==> src/rtl/core/ansg_pkg.sv <==
// ----------------------------------------------------------------------------
// ansg_pkg: shared types and constants for the SGR color parser
// Byte codes, phase encoding, token and pending-attribute records, and the
// decoder that classifies a finished parameter token.
// ----------------------------------------------------------------------------
package ansg_pkg;

   localparam int BUFFER_LIMIT = 16;
   localparam int HELD_W       = $clog2(BUFFER_LIMIT + 1);

   localparam int REQ_DATA_W = 8;
   localparam int RSP_DATA_W = 16;

   // token values above the largest code collapse to all ones
   localparam int              TOKEN_W   = 6;
   localparam int              CODE_MAX  = 47;
   localparam logic [TOKEN_W-1:0] TOKEN_SAT = '1;

   localparam logic [7:0] CH_ESC      = 8'h1B;
   localparam logic [7:0] CH_LBRACKET = 8'h5B;
   localparam logic [7:0] CH_M        = 8'h6D;
   localparam logic [7:0] CH_SEMI     = 8'h3B;
   localparam logic [7:0] CH_ZERO     = 8'h30;
   localparam logic [7:0] CH_NINE     = 8'h39;

   localparam logic [TOKEN_W-1:0] SGR_FG_BASE = 6'd30;
   localparam logic [TOKEN_W-1:0] SGR_FG_LAST = 6'd37;
   localparam logic [TOKEN_W-1:0] SGR_BG_BASE = 6'd40;
   localparam logic [TOKEN_W-1:0] SGR_BG_LAST = 6'd47;
   localparam logic [TOKEN_W-1:0] SGR_CLEAR   = 6'd0;
   localparam logic [TOKEN_W-1:0] SGR_BOLDEN  = 6'd1;

   typedef logic signed [3:0] color_type;
   localparam color_type COLOR_DEFAULT = -4'sd1;

   typedef enum logic [1:0] {
      PH_WAIT = 2'd0,
      PH_TYPE = 2'd1,
      PH_SEQ  = 2'd2
   } phase_type;

   typedef enum logic [2:0] {
      SGR_NONE,
      SGR_RESET,
      SGR_BOLD,
      SGR_FG,
      SGR_BG
   } sgr_code_type;

   typedef struct packed {
      logic [TOKEN_W-1:0] value;
      logic               started;
      logic               bad;
   } token_type;

   typedef struct packed {
      color_type fg;
      color_type bg;
      logic      bold;
      logic      stopped;
   } pending_type;

   typedef struct packed {
      color_type fg;
      color_type bg;
      logic      bold;
      logic      done;
   } result_type;

   function automatic sgr_code_type sgr_decode(input logic [TOKEN_W-1:0] value);
      sgr_code_type code;
      if (value == SGR_CLEAR) begin
         code = SGR_RESET;
      end else if (value == SGR_BOLDEN) begin
         code = SGR_BOLD;
      end else if (value >= SGR_FG_BASE && value <= SGR_FG_LAST) begin
         code = SGR_FG;
      end else if (value >= SGR_BG_BASE && value <= SGR_BG_LAST) begin
         code = SGR_BG;
      end else begin
         code = SGR_NONE;
      end
      return code;
   endfunction

endpackage

==> src/rtl/core/ansg_token.sv <==
// ----------------------------------------------------------------------------
// ansg_token: parameter token accumulate and finish logic
// Folds one held byte into the running token, and works out what the
// pending attributes become when the current token ends.
// ----------------------------------------------------------------------------
module ansg_token (
   input  logic [7:0]           in_byte,
   input  ansg_pkg::token_type   tok_ff,
   input  ansg_pkg::pending_type pend_ff,
   output ansg_pkg::token_type   tok_acc,
   output ansg_pkg::pending_type pend_fin
);
   import ansg_pkg::*;

   logic [3:0]         digit;
   logic               is_digit;
   logic [8:0]         prod;
   logic [TOKEN_W-1:0] diff_fg;
   logic [TOKEN_W-1:0] diff_bg;
   sgr_code_type       code;

   assign is_digit = (in_byte >= CH_ZERO) && (in_byte <= CH_NINE);
   assign digit    = 4'(in_byte - CH_ZERO);
   assign prod     = {3'b000, tok_ff.value} * 9'd10 + {5'b00000, digit};

   always_comb begin
      tok_acc         = tok_ff;
      tok_acc.started = 1'b1;
      if (!is_digit) begin
         tok_acc.bad = 1'b1;
      end else if (tok_ff.value > TOKEN_W'(CODE_MAX) || prod > 9'(CODE_MAX)) begin
         tok_acc.value = TOKEN_SAT;
      end else begin
         tok_acc.value = prod[TOKEN_W-1:0];
      end
   end

   assign code    = sgr_decode(tok_ff.value);
   assign diff_fg = tok_ff.value - SGR_FG_BASE;
   assign diff_bg = tok_ff.value - SGR_BG_BASE;

   always_comb begin
      pend_fin = pend_ff;
      if (tok_ff.started && !pend_ff.stopped) begin
         if (tok_ff.bad) begin
            pend_fin.fg      = COLOR_DEFAULT;
            pend_fin.bg      = COLOR_DEFAULT;
            pend_fin.stopped = 1'b1;
         end else begin
            unique case (code)
               SGR_RESET: begin
                  pend_fin.fg = COLOR_DEFAULT;
                  pend_fin.bg = COLOR_DEFAULT;
               end
               SGR_FG:   pend_fin.fg   = {1'b0, diff_fg[2:0]};
               SGR_BG:   pend_fin.bg   = {1'b0, diff_bg[2:0]};
               SGR_BOLD: pend_fin.bold = 1'b1;
               default: ;
            endcase
         end
      end
   end

endmodule

==> src/rtl/core/ansg_parser.sv <==
// ----------------------------------------------------------------------------
// ansg_parser: escape sequence state machine and attribute registers
// Tracks ESC [ ... m framing, the held byte count, the running token and the
// pending and committed attributes; gives the attributes after each byte.
// ----------------------------------------------------------------------------
module ansg_parser (
   input  logic                 clock,
   input  logic                 reset,
   input  logic                 fire,
   input  logic [7:0]           in_byte,
   output ansg_pkg::result_type result
);
   import ansg_pkg::*;

   phase_type          phase_ff, phase_in;
   logic [HELD_W-1:0]  held_ff, held_in, held_inc;
   token_type          tok_ff, tok_in, tok_acc;
   pending_type        pend_ff, pend_in, pend_fin;
   color_type          fg_now_ff, fg_now_in;
   color_type          bg_now_ff, bg_now_in;
   logic               bold_now_ff, bold_now_in;
   logic               done;

   ansg_token u_token (
      .in_byte  (in_byte),
      .tok_ff   (tok_ff),
      .pend_ff  (pend_ff),
      .tok_acc  (tok_acc),
      .pend_fin (pend_fin)
   );

   assign held_inc = held_ff + HELD_W'(1);

   always_comb begin
      phase_in = phase_ff;
      if (fire) begin
         unique case (phase_ff)
            PH_TYPE: phase_in = (in_byte == CH_LBRACKET) ? PH_SEQ : PH_WAIT;
            PH_SEQ: begin
               if (in_byte == CH_M) begin
                  phase_in = PH_WAIT;
               end else if (held_inc >= HELD_W'(BUFFER_LIMIT)) begin
                  phase_in = PH_WAIT;
               end else begin
                  phase_in = PH_SEQ;
               end
            end
            default: phase_in = (in_byte == CH_ESC) ? PH_TYPE : PH_WAIT;
         endcase
      end
   end

   always_comb begin
      held_in     = held_ff;
      tok_in      = tok_ff;
      pend_in     = pend_ff;
      fg_now_in   = fg_now_ff;
      bg_now_in   = bg_now_ff;
      bold_now_in = bold_now_ff;
      done        = 1'b0;
      if (fire) begin
         unique case (phase_ff)
            PH_TYPE: begin
               if (in_byte == CH_LBRACKET) begin
                  held_in = '0;
                  tok_in  = '0;
                  pend_in = '{fg: fg_now_ff, bg: bg_now_ff, bold: bold_now_ff,
                              stopped: 1'b0};
               end
            end
            PH_SEQ: begin
               if (in_byte == CH_M) begin
                  tok_in      = '0;
                  pend_in     = pend_fin;
                  fg_now_in   = pend_fin.fg;
                  bg_now_in   = pend_fin.bg;
                  bold_now_in = bold_now_ff | pend_fin.bold;
                  done        = 1'b1;
               end else if (in_byte == CH_SEMI) begin
                  tok_in  = '0;
                  pend_in = pend_fin;
                  held_in = held_inc;
               end else begin
                  tok_in  = tok_acc;
                  held_in = held_inc;
               end
            end
            default: ;
         endcase
      end
   end

   assign result = '{fg: fg_now_in, bg: bg_now_in, bold: bold_now_in, done: done};

   always_ff @(posedge clock) begin
      if (reset) begin
         phase_ff    <= PH_WAIT;
         held_ff     <= '0;
         tok_ff      <= '0;
         pend_ff     <= '{fg: COLOR_DEFAULT, bg: COLOR_DEFAULT, bold: 1'b0,
                          stopped: 1'b0};
         fg_now_ff   <= COLOR_DEFAULT;
         bg_now_ff   <= COLOR_DEFAULT;
         bold_now_ff <= 1'b0;
      end else begin
         phase_ff    <= phase_in;
         held_ff     <= held_in;
         tok_ff      <= tok_in;
         pend_ff     <= pend_in;
         fg_now_ff   <= fg_now_in;
         bg_now_ff   <= bg_now_in;
         bold_now_ff <= bold_now_in;
      end
   end

endmodule

==> src/rtl/core/ansg_rsp_reg.sv <==
// ----------------------------------------------------------------------------
// ansg_rsp_reg: result output register
// Holds one result word for the downstream side; takes a new word in the
// same cycle that the held one leaves.
// ----------------------------------------------------------------------------
module ansg_rsp_reg (
   input  logic                 clock,
   input  logic                 reset,
   input  logic                 load,
   input  ansg_pkg::result_type load_data,
   input  logic                 out_ready,
   output logic                 out_valid,
   output ansg_pkg::result_type out_data,
   output logic                 can_load
);
   import ansg_pkg::*;

   logic       valid_ff, valid_in;
   result_type data_ff, data_in;

   assign can_load = !valid_ff || out_ready;

   always_comb begin
      valid_in = valid_ff;
      data_in  = data_ff;
      if (load) begin
         valid_in = 1'b1;
         data_in  = load_data;
      end else if (out_ready) begin
         valid_in = 1'b0;
      end
   end

   always_ff @(posedge clock) begin
      if (reset) begin
         valid_ff <= 1'b0;
      end else begin
         valid_ff <= valid_in;
      end
   end

   always_ff @(posedge clock) begin
      data_ff <= data_in;
   end

   assign out_valid = valid_ff;
   assign out_data  = data_ff;

endmodule

==> src/rtl/core/ansi_sgr_color_parser.sv <==
// ----------------------------------------------------------------------------
// ansi_sgr_color_parser: SGR color attribute tracker
// Follows ESC [ params m sequences in a byte stream and reports the current
// foreground, background and bold attributes after every byte.
//
//   channel  dir  word                      use
//   req_     in   tdata[7:0] in_byte        terminal stream byte
//   rsp_     out  tdata[9:0] attrs + done   one word per byte taken
//
// One word per cycle while rsp_tready stays high; each result appears in the cycle after its byte is taken.
// The result word is held in the single output register stage, ansg_rsp_reg.
// req_tready drops only while a result word waits on rsp_tready low.
// Synchronous reset returns to waiting for ESC with default colors, bold off.
// ----------------------------------------------------------------------------
module ansi_sgr_color_parser (
   input  logic                                clock,
   input  logic                                reset,
   input  logic                                req_tvalid,
   output logic                                req_tready,
   input  logic [ansg_pkg::REQ_DATA_W-1:0]     req_tdata,  // [7:0] in_byte
   output logic                                rsp_tvalid,
   input  logic                                rsp_tready,
   output logic [ansg_pkg::RSP_DATA_W-1:0]     rsp_tdata   // [3:0] fg_color,
                                                           // [7:4] bg_color,
                                                           // [8] bold_on,
                                                           // [9] sequence_done
);
   import ansg_pkg::*;

   logic       fire;
   logic       can_load;
   result_type result;
   result_type rsp_word;

   assign req_tready = can_load;
   assign fire       = req_tvalid && can_load;

   ansg_parser u_parser (
      .clock   (clock),
      .reset   (reset),
      .fire    (fire),
      .in_byte (req_tdata[7:0]),
      .result  (result)
   );

   ansg_rsp_reg u_rsp_reg (
      .clock     (clock),
      .reset     (reset),
      .load      (fire),
      .load_data (result),
      .out_ready (rsp_tready),
      .out_valid (rsp_tvalid),
      .out_data  (rsp_word),
      .can_load  (can_load)
   );

   assign rsp_tdata = {6'b000000, rsp_word.done, rsp_word.bold,
                       rsp_word.bg, rsp_word.fg};

endmodule

==> config.mk <==
export PLATFORM = sky130hd
export DESIGN_NAME = ansi_sgr_color_parser
export DESIGN_NICKNAME = d
export VERILOG_FILES = /design/src/rtl/core/ansg_pkg.sv /design/src/rtl/core/ansg_token.sv /design/src/rtl/core/ansg_parser.sv /design/src/rtl/core/ansg_rsp_reg.sv /design/src/rtl/core/ansi_sgr_color_parser.sv
export SDC_FILE = /design/constraint.sdc
export NUM_CORES = 1
export LEC_CHECK = 0
export ABC_AREA = 1
export ABC_CLOCK_PERIOD_IN_PS = 3800
export BUFFER_PORTS_ARGS = -buffer_cell sky130_fd_sc_hd__buf_2
export CORE_UTILIZATION = 50
export CTS_BUF_LIST = sky130_fd_sc_hd__clkbuf_2
export DETAILED_ROUTE_END_ITERATION = 8
export PLACE_DENSITY_LB_ADDON = 0.1
export SYNTH_ARGS = -nofsm -noshare
export SYNTH_HDL_FRONTEND = slang
export SYNTH_SLANG_ARGS = --single-unit
==> constraint.sdc <==
create_clock -name clock -period 3.8 [get_ports clock]
set_input_delay 0.19 -clock clock [delete_from_list [all_inputs] [get_ports clock]]
set_output_delay 0.19 -clock clock [all_outputs]
set_load 0.03 [all_outputs]
Word level (Yosys, flattened, before mapping). Index checks and enable logic that the tools add are counted.

Bits in registers: 45. Word-level logic and storage cells: 108.

$add $sub $neg: 5. Multipliers: 1. Order comparisons: 9. Equal/unequal tests: 16. Multiplexer cells: 42. Bitwise gates (word level): 1. Reductions and logical operators: 17.

Operators with widths (count): $mux W10 (4); $mux W8 (4); $mux W4 (6); $pmux W10 S2 (1); $eq A8 B7 Y1 const B (2); $pmux W4 S2 (2); $pmux W8 S2 (1); $reduce_and A4 Y1 (4); $le A6 B6 Y1 const B (2); $mux W3 (4); $mux W6 (2); $mux W1 (11); $mux W5 (2); $pmux W5 S2 (1); $add A9 B4 Y9 (1); $gt A9 B6 Y1 const B (1); $eq A8 B5 Y1 const B (1); $eq A8 B6 Y1 const B (1); $ge A8 B6 Y1 const B (1); $le A8 B6 Y1 const B (1); $mul A6 B3 Y8 const B (1); $ne A4 B2 Y1 const B (2); $eq A3 B2 Y1 const B (2); $eq A6 B1 Y1 const B (1); 24 further kinds (33).

Depth between registers and ports, before layout.
Word-level depth: 14. Gate-level depth with buffers: 15. Depth with buffers taken out: 15.

Modules after synthesis. Synthesis repeated with hierarchy kept, for this count alone.

Cell total of the unflattened synthesis: 428. Area total of the unflattened synthesis: 3091.7 µm².

Modules (own cells, without submodules): ansg_parser (times used 1, cells an instance 241, area an instance 1770.4 µm²); ansg_token (times used 1, cells an instance 163, area an instance 922.1 µm²); ansg_rsp_reg (times used 1, cells an instance 15, area an instance 342.8 µm²); ansi_sgr_color_parser (times used 1, cells an instance 9, area an instance 56.3 µm²).

Least setup slack after synthesis. No wires, ideal clock.

Path kind: register -> register. Start point: reg u_parser.tok_ff[3] (netlist name). End point: reg u_parser.tok_ff[5] (netlist name). Setup time: 0.132 ns. Arrival: 2.171 ns. Slack: 1.497 ns. Cell stages (with the launch flop): 13. Buffers on the path: 0. Path through: dfxtp_1 > ha_1 > ha_1 > fa_1 > nand2_1 > inv_2 > nand3_1 > nand3_1 > nand2_1 > a21oi_1 > nand3_1 > nand2_1 > a21oi_1.

Word-level cells in the longest chain between the ends: 9. Elaborated cells between the ends (all ways): 10.

RTL lines: $mul A6 B3 Y8 (line ansg_token.sv:24) `assign prod = {3'b000, tok_ff.value} * 9'd10 + {5'b00000, digit};`; $add A9 B4 Y9 (line ansg_token.sv:24); $gt A9 B6 Y1 (line ansg_token.sv:31) `end else if (tok_ff.value > TOKEN_W'(CODE_MAX) || prod > 9'(CODE_MAX)) begin`; $logic_or A1 B1 Y1 (line ansg_token.sv:31); $mux W6 (*) (line ansg_token.sv:31); $mux W6 (*) (line ansg_token.sv:29) `if (!is_digit) begin`; $mux W8 (*) (line ansg_parser.sv:79) `end else if (in_byte == CH_SEMI) begin`; $mux W8 (*) (line ansg_parser.sv:72) `if (in_byte == CH_M) begin`; $pmux W8 S2 (*) (line ansg_parser.sv:62) `unique case (phase_ff)`.

Mark *: on every way between the ends. The rest lies on a longest branch, timed or not. The select of a mux whose other input is x is not followed. A chain may end at the register's enable or synchronous reset.

Final worst setup path.
Start point: reg u_parser.tok_ff[3] (netlist name). End point: reg u_parser.tok_ff[5] (netlist name).

Word-level cells in the longest chain between the ends: 9. Elaborated cells between the ends (all ways): 10.

RTL lines (line): $mul A6 B3 Y8 (ansg_token.sv:24); $add A9 B4 Y9 (ansg_token.sv:24); $gt A9 B6 Y1 (ansg_token.sv:31); $logic_or A1 B1 Y1 (ansg_token.sv:31); $mux W6 (*) (ansg_token.sv:31); $mux W6 (*) (ansg_token.sv:29); $mux W8 (*) (ansg_parser.sv:79); $mux W8 (*) (ansg_parser.sv:72); $pmux W8 S2 (*) (ansg_parser.sv:62).

Marked as above.

==> results_dict.tcl <==
set metrics [dict create \
    grt_max_degree 24 \
    outcome "finished clean" \
    initial_core_util 0.528 \
    place_inst 471 \
    clock_skew_ns 0.0203 \
    syn_avg_cell_area_um2 7.12 \
    switching_share 0.255 \
    powerDensity_nw_per_um2 285 \
    htreeDepth 2 \
    worstSetupStartpointType "flop" \
    end_kind "flop" \
    worstReg2RegStart "u_parser.tok_ff[3]$_SDFFE_PP0P_" \
    synth_seq_cells 45 \
    dp_slack_ns 1.20 \
    finalCriticalPeriod_ns 2.64 \
    antenna_cells 0 \
    post-route-period-util 0.694 \
    via_count 2395 \
    drtPass1Iterations 4 \
    ys.flop_type "dfxtp_1" \
    maxSlewHeadroom 0.635 \
    r2r_setup_slack_ns 1.16 \
    hold_slack_ns 0.0412 \
    yosysMostFrequentCell "nand2_1" \
    p_comb_frac 0.088 \
    finalHoldViolCount 0 \
    p_clk_frac 0.317 \
    p_int_w 0.000625 \
    grt_pass1_wl_um 9890 \
    drive_gt1_frac 0.139 \
    ys_async_sr_fraction 0 \
    synth.yosys.seq_area_share 0.364 \
    synth_top_area_frac 0.255 \
    setup_violations 0 \
    synthToLayoutAreaGrowth_pct 7.28 \
    core_um2 5200 \
    core.rowCount 26 \
    grt_antenna_before_repair 0 \
    die_h_um 76.2 \
    die_x_um 76.2 \
    hp-class "input pin to flop" \
    cp.arrival_ns 2.94 \
    rsz0062_at_grt "false" \
    place.gp.congestion 0.862 \
    yosys-top-cells-count "98 x nand2_1, 47 x inv_1, 38 x nand3_1" \
    grt_pass1_vias 2259 \
    port_buffers 23 \
    cts_hold_buf 0 \
    fin_ws_ns 1.16 \
    avgRoutedWirePerCell_um 11.4 \
    cp_max_fo 7 \
    synth_top_area_cell "dfxtp_1" \
    netlist_area_um2 2750 \
    cts.clk_slew.worst_paths_ns 0.23 \
    track_usage 0.207 \
    cts_root_buf "clkbuf_2" \
    yosysWarnings 0 \
    hp-start "rsp_tready" \
    clock-sinks 45 \
    die_area_um2 5800 \
    worstSetupStartpoint "u_parser.tok_ff[3]$_SDFFE_PP0P_" \
    synth_area_leaders "dfxtp_1 25%, nand2_1 13%, edfxtp_1 11%" \
    maxCapViolations 0 \
    drtAntennaViolNets 0 \
    synthDistinctLibCells 36 \
    tightest_slew_ns 0.546 \
    final_nets 437 \
    route.detailed.drc 0 \
    cts_made_buffers 5 \
    clkLatencyLatePin_ns 0.41 \
    clock.fmax_mhz 379 \
    synth_cells 386 \
    vdd_drop_max_v 0.000154 \
    cts_tree "yes" \
    grt_overflow 0 \
    vias_per_cell 5.00 \
    ctsResizeCount 0 \
    worstPathRequired_ns 4.10 \
    slew_violations 0 \
    p_leak_nw 1.36 \
    tns_ns 0 \
    post_cts_buffers 0 \
    fin_cells 479 \
    first_iter_violations 96 \
    clockBufferDepth 2 \
    seqPwrFrac 0.595 \
    dp_hpwl_um 4060 \
    io_pins 30 \
    p_sw_w 0.000215 \
    synth-edff-count 10 \
    crit_type "flop to flop" \
    wirelength_um 5450 \
]
-- worst paths after layout --
check                                           to  cells past startpoint
setup / recovery   u_parser.tok_ff[5]$_SDFFE_PP0P_                     12
hold reg to reg   u_parser.pend_ff[1]$_SDFFE_PP0P_                      2
hold / removal    u_rsp_reg.out_valid$_SDFFE_PP0P_                      4
setup reg to reg   u_parser.tok_ff[5]$_SDFFE_PP0P_                     12
-- worst max-delay path, stage by stage (launching register included) --
cell	delay (ns)
dfxtp_1	0.49
ha_1	0.27
ha_1	0.22
fa_1	0.53
nand2_1	0.07
inv_2	0.08
nand3_1	0.09
nand3_1	0.08
nand2_1	0.05
a21oi_1	0.39
nand3_1	0.14
nand2_1	0.09
a21oi_1	0.05
-- power by group through the flow --
stage / Combinational [W] / Clock (W) / Sequential, W
after floorplan: 0.0000567 / 0 / 0.000512
after global placement: 0.0000731 / 0 / 0.000509
after detailed placement: 0.0000737 / 0 / 0.000509
after CTS: 0.0000741 / 0.000274 / 0.000500
after global routing: 0.0000838 / 0.000290 / 0.000501
final: 0.0000740 / 0.000266 / 0.000500
-- state kept, by name, summed over array words and instances, names as in the netlist --
register and flops:
u_parser.phase_ff 2, u_rsp_reg.out_valid 1, u_parser.pend_ff 10, u_parser.tok_ff 8, u_rsp_reg.out_data 10, u_parser.bg_now_ff 4, u_parser.fg_now_ff 4, u_parser.held_ff 5
u_parser.bold_now_ff 1
-- area by class of cell --
class                      count  area (um^2)
clock inverter                 3         41.3
sequential                    45         1000
clock buffer                   5         25.0
fill                         517         2250
inverter                      55          211
tap                           70         87.6
timing repair buffer          23          115
multi-input combinational    278         1470
-- layout by cell type (no fill, tap or decap), types with 3 or more instances in the layout --
| cell type | instances |
|---|---|
| dfxtp_1 | 35 |
| inv_2 | 6 |
| nor2_1 | 28 |
| buf_2 | 23 |
| o21ai_1 | 4 |
| nand2_2 | 3 |
| nand3_1 | 38 |
| conb_1 | 6 |
| nand2_4 | 3 |
| nand2_1 | 98 |
| o21ai_0 | 20 |
| ha_1 | 15 |
| a21oi_1 | 30 |
| edfxtp_1 | 10 |
| nand4_1 | 5 |
| clkbuf_2 | 5 |
| o211ai_1 | 4 |
| nor2_4 | 3 |
| nor2_2 | 6 |
| inv_1 | 47 |
-- cell families after synthesis --
kind of cell,share of synthesized area
flops,0.364
other cells,0.00136
simple gates,0.313
buf+inv,0.109
compound gates,0.123
fa+ha+maj,0.0828
xor+xnor,0.00637
-- metal layers --
| layer | GRT usage | vias to the layer above | wire [um] |
|---|---|---|---|
| met4 | 0.0577 | 0 | 56 |
| met5 | 0 | - | 0 |
| met1 | 0.283 | 1063 | 2870 |
| met3 | 0.0323 | 8 | 155 |
| li1 | - | 1288 | - |
| met2 | 0.339 | 36 | 2360 |
-- per-stage QoR --
stage	utilization	area [um^2]	total power, W
global route	0.567	2950	0.000875
CTS	0.567	2950	0.000849
finish	0.567	2950	0.000840
global placement	0.554	2880	0.000582
detailed placement	0.554	2880	0.000583
floorplan	-	2770	0.000569
(Power assumes the default switching activity.)
